==> config.mk <==
export PLATFORM = sky130hd
export DESIGN_NAME = audio_waveshaper_distortion
export DESIGN_NICKNAME = d
export VERILOG_FILES = /design/src/rtl/core/awd_pkg.sv /design/src/rtl/core/awd_prep.sv /design/src/rtl/core/awd_div.sv /design/src/rtl/core/awd_post.sv /design/src/rtl/core/audio_waveshaper_distortion.sv
export SDC_FILE = /design/constraint.sdc
export NUM_CORES = 2
export LEC_CHECK = 0
export ABC_AREA = 0
export BUFFER_PORTS_ARGS = -buffer_cell sky130_fd_sc_hd__buf_4
export CELL_PAD_IN_SITES_DETAIL_PLACEMENT = 1
export CELL_PAD_IN_SITES_GLOBAL_PLACEMENT = 1
export CORE_ASPECT_RATIO = 1.4
export CORE_MARGIN = 2
export CORE_UTILIZATION = 26
export CTS_BUF_LIST = sky130_fd_sc_hd__clkbuf_4
export DETAILED_ROUTE_END_ITERATION = 12
export GPL_ROUTABILITY_DRIVEN = 1
export PLACE_DENSITY_LB_ADDON = 0.3
export SETUP_SLACK_MARGIN = 0.02
export SYNTH_ARGS = -nofsm -noshare
export SYNTH_HDL_FRONTEND = slang
export SYNTH_SLANG_ARGS = --single-unit
export TNS_END_PERCENT = 5
==> constraint.sdc <==
create_clock -name clk -period 9.1 [get_ports clk]
set_input_delay 0.91 -clock clk [delete_from_list [all_inputs] [get_ports clk]]
set_output_delay 0.91 -clock clk [all_outputs]
set_load 0.01 [all_outputs]
==> src/rtl/core/awd_pkg.sv <==
// Shared constants and types for the audio waveshaper distortion block.
// No dependencies; imported by every module of the block.
package awd_pkg;

	localparam int AWD_SAMPLE_WIDTH = 16;
	localparam int DRIVE_W          = 7;
	localparam int AMT_W            = 8;
	localparam int AMT_FULL         = 128;
	localparam int CFG_INDEX_W      = 1;
	localparam int CFG_DATA_W       = 7;

	localparam logic [CFG_INDEX_W-1:0] REG_DRIVE_AMOUNT = 1'd0;
	localparam logic [CFG_INDEX_W-1:0] REG_CLIP_MODE    = 1'd1;

	localparam logic MODE_SOFT = 1'b0;
	localparam logic MODE_HARD = 1'b1;

	// Per-item side information that rides along the pipeline.
	typedef struct packed {
		logic hard;
		logic neg;
		logic blk;
		logic ovf;
	} awd_flags_t;

endpackage

==> src/rtl/core/awd_prep.sv <==
// Operand formation: magnitude, drive products, dividend and divisor.
// Depends on awd_pkg. Three pipeline stages with a ready chain.
module awd_prep #(
	parameter int SAMPLE_WIDTH = awd_pkg::AWD_SAMPLE_WIDTH
) (
	input  logic                              clk,
	input  logic                              arst_n,
	input  logic                              in_valid,
	output logic                              in_ready,
	input  logic signed [SAMPLE_WIDTH-1:0]    sample_in,
	input  logic                              block_end,
	input  logic [awd_pkg::DRIVE_W-1:0]       drive,
	input  logic                              mode,
	output logic                              out_valid,
	input  logic                              out_ready,
	output logic [2*SAMPLE_WIDTH+6:0]         dvd,
	output logic [SAMPLE_WIDTH+7:0]           dvs,
	output awd_pkg::awd_flags_t               flags
);
	import awd_pkg::*;

	localparam int W  = SAMPLE_WIDTH;
	localparam int PW = W + AMT_W;
	localparam int AW = 2 * W + 7;
	localparam int BW = W + AMT_W;

	logic                v_s1, v_s2, v_s3;
	logic                rdy_s1, rdy_s2, rdy_s3;
	logic [W-1:0]        mag_s1;
	logic [DRIVE_W-1:0]  drive_s1;
	awd_flags_t          flg_s1, flg_s2, flg_s3;
	logic [PW-1:0]       p_s2, t_s2;
	logic [AMT_W-1:0]    d_s2;
	logic [AW-1:0]       a_s3;
	logic [BW-1:0]       b_s3;

	logic [W-1:0]        mag_in;
	logic [AMT_W-1:0]    gain_hi;
	logic [AW-1:0]       a_soft;
	logic [BW-1:0]       b_soft;
	logic                hard_ovf;

	assign rdy_s3   = !v_s3 || out_ready;
	assign rdy_s2   = !v_s2 || rdy_s3;
	assign rdy_s1   = !v_s1 || rdy_s2;
	assign in_ready = rdy_s1;

	// Magnitude; the most negative code wraps to its positive magnitude.
	assign mag_in  = sample_in[W-1] ? (~W'(sample_in) + W'(1)) : W'(sample_in);
	assign gain_hi = AMT_W'(AMT_FULL) + {1'b0, drive_s1};

	// x * full scale is (x << (W-1)) - x.
	assign a_soft = (AW'(p_s2) << (W - 1)) - AW'(p_s2);
	assign b_soft = (BW'(d_s2) << (W - 1)) - BW'(d_s2) + BW'(t_s2);
	assign hard_ovf = AW'(t_s2) >= (AW'(d_s2) << (W - 1));

	always_ff @(posedge clk or negedge arst_n) begin
		if (!arst_n) begin
			v_s1 <= 1'b0;
			v_s2 <= 1'b0;
			v_s3 <= 1'b0;
		end else begin
			if (rdy_s1) v_s1 <= in_valid;
			if (rdy_s2) v_s2 <= v_s1;
			if (rdy_s3) v_s3 <= v_s2;
		end
	end

	always_ff @(posedge clk) begin
		if (rdy_s1) begin
			mag_s1     <= mag_in;
			drive_s1   <= drive;
			flg_s1.hard <= (mode == MODE_HARD);
			flg_s1.neg <= sample_in[W-1];
			flg_s1.blk <= block_end;
			flg_s1.ovf <= 1'b0;
		end
		if (rdy_s2) begin
			p_s2   <= PW'(gain_hi) * PW'(mag_s1);
			t_s2   <= PW'({drive_s1, 1'b0}) * PW'(mag_s1);
			d_s2   <= AMT_W'(AMT_FULL) - {1'b0, drive_s1};
			flg_s2 <= flg_s1;
		end
		if (rdy_s3) begin
			a_s3   <= flg_s2.hard ? AW'(t_s2) : a_soft;
			b_s3   <= flg_s2.hard ? BW'(d_s2) : b_soft;
			flg_s3 <= '{hard: flg_s2.hard, neg: flg_s2.neg, blk: flg_s2.blk,
				ovf: flg_s2.hard && hard_ovf};
		end
	end

	assign out_valid = v_s3;
	assign dvd       = a_s3;
	assign dvs       = b_s3;
	assign flags     = flg_s3;

endmodule

==> src/rtl/core/awd_div.sv <==
// Pipelined restoring divider: one quotient bit per stage, MSB first.
// Depends on awd_pkg for the flag struct.
module awd_div #(
	parameter int SAMPLE_WIDTH = awd_pkg::AWD_SAMPLE_WIDTH
) (
	input  logic                        clk,
	input  logic                        arst_n,
	input  logic                        in_valid,
	output logic                        in_ready,
	input  logic [2*SAMPLE_WIDTH+6:0]   dvd,
	input  logic [SAMPLE_WIDTH+7:0]     dvs,
	input  awd_pkg::awd_flags_t         flags_in,
	output logic                        out_valid,
	input  logic                        out_ready,
	output logic [SAMPLE_WIDTH-1:0]     quo,
	output awd_pkg::awd_flags_t         flags_out
);
	import awd_pkg::*;

	localparam int W  = SAMPLE_WIDTH;
	localparam int AW = 2 * W + 7;
	localparam int BW = W + AMT_W;

	logic             v_s   [W+1];
	logic             rdy_s [W+1];
	logic [AW-1:0]    rem_s [W+1];
	logic [BW-1:0]    dvs_s [W+1];
	logic [W-1:0]     quo_s [W+1];
	awd_flags_t       flg_s [W+1];

	// Slot 0 is the incoming operand set, slots 1..W are the stage registers.
	assign v_s[0]   = in_valid;
	assign rem_s[0] = dvd;
	assign dvs_s[0] = dvs;
	assign quo_s[0] = '0;
	assign flg_s[0] = flags_in;
	assign in_ready = rdy_s[0];
	assign rdy_s[W] = out_ready;

	genvar j;
	generate
		for (j = 0; j < W; j++) begin : g_stage
			localparam int BIT = W - 1 - j;
			logic [AW-1:0] trial;
			logic          take;

			assign trial      = AW'(dvs_s[j]) << BIT;
			assign take       = rem_s[j] >= trial;
			assign rdy_s[j]   = !v_s[j+1] || rdy_s[j+1];

			always_ff @(posedge clk or negedge arst_n) begin
				if (!arst_n) begin
					v_s[j+1] <= 1'b0;
				end else if (rdy_s[j]) begin
					v_s[j+1] <= v_s[j];
				end
			end

			// Lower quotient bits are still clear here; set this stage's bit.
			always_ff @(posedge clk) begin
				if (rdy_s[j]) begin
					rem_s[j+1] <= take ? (rem_s[j] - trial) : rem_s[j];
					dvs_s[j+1] <= dvs_s[j];
					quo_s[j+1] <= quo_s[j] | (W'(take) << BIT);
					flg_s[j+1] <= flg_s[j];
				end
			end
		end
	endgenerate

	assign out_valid = v_s[W];
	assign quo       = quo_s[W];
	assign flags_out = flg_s[W];

endmodule

==> src/rtl/core/awd_post.sv <==
// Output stage: clamp for hard mode, restore sign, hold the result item.
// Depends on awd_pkg for the flag struct.
module awd_post #(
	parameter int SAMPLE_WIDTH = awd_pkg::AWD_SAMPLE_WIDTH
) (
	input  logic                           clk,
	input  logic                           arst_n,
	input  logic                           in_valid,
	output logic                           in_ready,
	input  logic [SAMPLE_WIDTH-1:0]        quo,
	input  awd_pkg::awd_flags_t            flags,
	output logic                           out_valid,
	input  logic                           out_stall,
	output logic signed [SAMPLE_WIDTH-1:0] sample_out,
	output logic                           block_end_out
);
	import awd_pkg::*;

	localparam int W = SAMPLE_WIDTH;
	localparam logic [W-1:0] FULL_SCALE = {1'b0, {(W-1){1'b1}}};

	logic         v_s5;
	logic [W-1:0] y_s5;
	logic         blk_s5;
	logic [W-1:0] mag;

	assign in_ready = !v_s5 || !out_stall;
	assign mag      = flags.ovf ? FULL_SCALE : quo;

	always_ff @(posedge clk or negedge arst_n) begin
		if (!arst_n) begin
			v_s5 <= 1'b0;
		end else if (in_ready) begin
			v_s5 <= in_valid;
		end
	end

	always_ff @(posedge clk) begin
		if (in_ready) begin
			y_s5   <= flags.neg ? (~mag + W'(1)) : mag;
			blk_s5 <= flags.blk;
		end
	end

	assign out_valid     = v_s5;
	assign sample_out    = y_s5;
	assign block_end_out = blk_s5;

endmodule

==> src/rtl/core/audio_waveshaper_distortion.sv <==
// Top level of the rational waveshaper / soft clipper.
// Depends on awd_pkg, awd_prep, awd_div and awd_post.
//
// Distorts one signed sample per item at drive k = 2s/(128-s), s = drive_amount.
// Soft mode gives y = (128+s)*n*F / (F*(128-s) + 2s*|n|) with F the positive
// full scale; hard mode gives 2s*n/(128-s) clamped to +/-F without inversion.
// Results truncate toward zero and block_end passes through with its sample.
// Throughput is one item per clock while out_stall is low. The pipeline has three
// operand stages, one restoring divider stage per quotient bit and one output
// register. Stalls collapse bubbles: each stage loads whenever the stage after it
// is empty or moving, so new items keep entering while a finished one waits at
// the output.
// Write drive_amount and clip_mode only while no item is in flight; they are
// sampled as an item enters the first stage.
module audio_waveshaper_distortion #(
	parameter int SAMPLE_WIDTH = awd_pkg::AWD_SAMPLE_WIDTH
) (
	input  logic                               clk,
	input  logic                               arst_n,
	// configuration write port
	input  logic                               cfg_we,
	input  logic [awd_pkg::CFG_INDEX_W-1:0]    cfg_index,
	input  logic [awd_pkg::CFG_DATA_W-1:0]     cfg_data,
	// input channel
	input  logic                               in_valid,
	output logic                               in_stall,
	input  logic signed [SAMPLE_WIDTH-1:0]     sample_in,
	input  logic                               block_end,
	// output channel
	output logic                               out_valid,
	input  logic                               out_stall,
	output logic signed [SAMPLE_WIDTH-1:0]     sample_out,
	output logic                               block_end_out
);
	import awd_pkg::*;

	localparam int W  = SAMPLE_WIDTH;
	localparam int AW = 2 * W + 7;
	localparam int BW = W + AMT_W;

	logic [DRIVE_W-1:0] drive_q;
	logic               mode_q;

	logic               prep_ready;
	logic               prep_valid, div_ready;
	logic [AW-1:0]      dvd;
	logic [BW-1:0]      dvs;
	awd_flags_t         prep_flags;
	logic               div_valid, post_ready;
	logic [W-1:0]       quo;
	awd_flags_t         div_flags;

	// Configuration registers: take the write, drop bits above each width.
	always_ff @(posedge clk or negedge arst_n) begin
		if (!arst_n) begin
			drive_q <= '0;
			mode_q  <= MODE_SOFT;
		end else if (cfg_we) begin
			case (cfg_index)
				REG_DRIVE_AMOUNT: drive_q <= cfg_data[DRIVE_W-1:0];
				REG_CLIP_MODE:    mode_q  <= cfg_data[0];
				default: begin
				end
			endcase
		end
	end

	assign in_stall = !prep_ready;

	// Build dividend and divisor for the selected mode.
	awd_prep #(
		.SAMPLE_WIDTH(SAMPLE_WIDTH)
	) u_prep (
		.clk       (clk),
		.arst_n    (arst_n),
		.in_valid  (in_valid),
		.in_ready  (prep_ready),
		.sample_in (sample_in),
		.block_end (block_end),
		.drive     (drive_q),
		.mode      (mode_q),
		.out_valid (prep_valid),
		.out_ready (div_ready),
		.dvd       (dvd),
		.dvs       (dvs),
		.flags     (prep_flags)
	);

	// Divide magnitudes, one quotient bit per stage.
	awd_div #(
		.SAMPLE_WIDTH(SAMPLE_WIDTH)
	) u_div (
		.clk       (clk),
		.arst_n    (arst_n),
		.in_valid  (prep_valid),
		.in_ready  (div_ready),
		.dvd       (dvd),
		.dvs       (dvs),
		.flags_in  (prep_flags),
		.out_valid (div_valid),
		.out_ready (post_ready),
		.quo       (quo),
		.flags_out (div_flags)
	);

	// Clamp, restore the sign and hold the result item for the consumer.
	awd_post #(
		.SAMPLE_WIDTH(SAMPLE_WIDTH)
	) u_post (
		.clk           (clk),
		.arst_n        (arst_n),
		.in_valid      (div_valid),
		.in_ready      (post_ready),
		.quo           (quo),
		.flags         (div_flags),
		.out_valid     (out_valid),
		.out_stall     (out_stall),
		.sample_out    (sample_out),
		.block_end_out (block_end_out)
	);

endmodule

==> summary.md <==
| Metric | Value |
|---|---|
| Critical path fanouts, max | `28` |
| Total Routing Usage GR | `13.4%` |
| Reg2Reg Depth | `18` |
| Layout cells sized above 1 | `11.6%` |
| CP delay by family, top | `simple AND/OR/NAND/NOR gates` |
| Largest net degree at the start of global routing | `slightly above 80` |
| Distinct cells, synth | `100` |
| Data required time at the worst endpoint | `a little over 8000 ps` |
| Effective utilization at floorplan | `26.2%` |
| Port Buffers | `48` |
| Final hold slack | `between 200 and 250 ps` |
| Die Footprint | `just under 0.3 mm2` |
| Post-Syn Area per Cell | `11.4 um2` |
| Antenna Nets Post-Route | `0` |
| Worst setup SP type | `flop` |
| Synth-to-layout area growth | `13.4%` |
| Hold WC Path Type | `primary input to flop` |
| Clock-pin slew on the worst setup and hold paths | `about 60 ps` |
| Status | `completed` |
| Total number of vias | `approximately 50000` |
| Max frequency | `about 140 MHz` |
| Worst Skew | `roughly 170 ps` |
| Fin crit share | `77.9%` |
| Worst-Margin Slew | `1140 ps` |
| Synth Instances | `between 6000 and 7000` |
| Top cells by count, synth | `edfxtp_1 (1294), inv_1 (793), ha_1 (531)` |
| Crit path buffers/inverters | `6` |
| Synth Register Bits | `~1300` |
| H-tree lvl count | `5` |
| Routed Wire Length | `between 150000 and 200000 um` |
| WP data arrival | `6180 ps` |
| Overflow after GRT | `0` |
| Worst-path cell chain | `and3_1 -> inv_1 -> nor2_1 -> and2_1 -> clkinv_2 -> nor3_1 -> and3_1 -> inv_2 -> nor2_1 -> nand4_1 -> buf_4 -> inv_1 -> buf_4` |
| Vias per inst | `between 4 and 5` |
| Global-route wire length before repair | `roughly 310000 um` |
| Final min period | `between 7000 and 8000 ps` |
| Root Driver | `clkbuf_4` |
| Final HPWL DP | `roughly 160000 um` |
| Syn Nets | `7318` |
| Max_cap viols | `0` |
| Rel. slew slack | `a little under a quarter` |
| Levels on crit path | `13` |
| Core Region | `about 0.29 mm2` |
| Clock Tree Buf Depth | `4` |
| Initial antenna violation count | `2` |
| TritonRoute pass-1 iters | `5` |
| Area leader, netlist | `edfxtp_1` |
| Worst skew pair latency | `about 1400 ps` |
| Post-DP Area | `roughly 0.080 mm2` |
| Count of final hold-check violations | `0` |
| Hold depth | `4` |
| Post-synth top area share | `51.6%` |
| Async SR Flop Fraction | `under 10%` |
| Post-synth top flop | `edfxtp_1` |
| Inserted Clock Buffers | `approximately 380` |
| Setup_tns | `0 ps` |
| Die H | `641 um` |
| Finish-stage setup viols | `0` |
| Max incr delay on CP | `approximately 900 ps` |
| Yosys synthesis warning count | `0` |
| Vias in the first global route | `about 56000` |
| Fin area | `0.0855 mm2` |
| Post-CTS repair timing setup buffer count | `0` |
| RSZ-0062 raised after global routing | `no` |
| Mapped cell area | `roughly 0.075 mm2` |
| I/O pin cnt | `49` |
| Clk sinks | `between 1000 and 1500` |
| DRC errors left | `0` |
| Row count | `233` |
| Setup crit end kind | `output pin` |
| Die X | `approximately 460 um` |
| Placer Congestion | `~0.85` |
| Final nets | `7710` |
| Top post-synthesis cells by area | `edfxtp_1 (52%), ha_1 (8.8%), fa_1 (4.4%)` |
| Slowest cell on crit path | `nor3_1` |
| EDFF count, synth | `roughly 1300` |
| Util after Layout | `29.7%` |
| Sequential fraction of the synthesis area | `52.5%` |
| Initial drt markers | `1705` |
| Critical path type | `flop to output pin` |
| CTS tree | `done` |
| WL per Instance | `17.9 um` |
| Final Slew Violations | `0` |
| Most frequent cell after synthesis | `edfxtp_1` |
-- path summary, 6_finish.rpt --
kind	startpoint	end	slack [ps]
max reg2reg	u_prep.drive_s1[5]	u_prep.p_s2[21]	2960
min in group asynchronous	arst_n	u_div.v_s[1]	550
min reg2reg	u_div.flg_s[36]	u_div.flg_s[32]	330
max	u_post.out_valid	in_stall	2010
min	out_stall	u_div.v_s[2]	240
max in group asynchronous	arst_n	u_div.v_s[10]	8300
-- placed cells by master, fill, tap and decap left out, types with 18 or more instances in the layout --
cell	instances
a21o_1	180
edfxtp_1	1294
nor2b_1	86
nand3_1	100
mux2_2	79
xnor2_1	301
o31ai_1	35
and2_1	60
nand2b_1	90
xor2_1	210
dfrtp_1	28
a21oi_1	434
buf_4	87
nand2_1	470
or2_2	27
o21bai_1	49
nor3_1	101
inv_1	787
clkinv_1	62
nor2_1	420
nor4_1	66
o211ai_1	18
nand4_1	65
a31oi_1	37
a211oi_1	21
and3_1	38
clkbuf_4	535
fa_1	167
dlygate4sd3_1	45
o21ai_0	339
clkinv_2	18
or3_1	44
ha_1	531
o21a_1	56
o21ai_1	25
-- timing repair --
action	4_1_cts	5_1_grt
setup endpoints to repair	0	0
hold buffers	46	0
resized for setup	0	0
endpoints found under the hold margin	55	0
-- cell families after synthesis --
| family | Yosys count | share of synthesized area [%] |
|---|---|---|
| simple gates | 1692 | 11.1 |
| compound gates | 1360 | 11.2 |
| flops | 1322 | 52.5 |
| buf+inv | 915 | 4.63 |
| fa+ha+maj | 698 | 13.3 |
| xor+xnor | 511 | 5.94 |
| mux | 92 | 1.35 |
-- through the flow --
step	setup WS, ps	std cells
after global placement	2820	10300
after global routing	1280	11000
final	2010	11000
after floorplan	1460	6590
after CTS	1640	11000
after detailed placement	2700	10300
-- flip-flops by register name, summed over array words and instances (netlist names), 21 cells and up --
name,cells
u_div.rem_s,585
u_div.flg_s,45
u_div.dvs_s,360
u_prep.p_s2,24
u_prep.dvd,39
u_prep.dvs,24
u_prep.t_s2,21
u_div.quo_s,120
-- layer usage --
layer	wire [um]	track usage (%)	part of all wire, %
met1	62500	10.9	32
met2	116000	28.3	59
met3	5340	2.32	2.7
met4	12500	8.45	6.3
met5	0	0	0
-- worst register-to-register path: cells and delay by family (launching register included) --
family / cells / cell delay [ps]
AO/OA/AOI/OAI: 5 / 1280
XOR/XNOR: 1 / 80
adder cells (fa/ha/maj): 5 / 2370
buffers and inverters: 3 / 180
flip-flops: 1 / 1010
AND/OR/NAND/NOR: 4 / 1040
-- cell type report --
| cell class | count | area (um2) |
|---|---|---|
| multi-input cells | 4353 | 32400 |
| diodes | 7 | 17.5 |
| well taps | 3760 | 4700 |
| clock buffers | 535 | 4020 |
| fillers | 32200 | 203000 |
| inverters | 797 | 2990 |
| repair buffers | 133 | 1120 |
| clock inverters | 95 | 624 |
| flip-flops and latches | 1322 | 39600 |
Power is not shown: default switching activity piles up to over one toggle a cycle in this logic, so the estimate is an artifact.
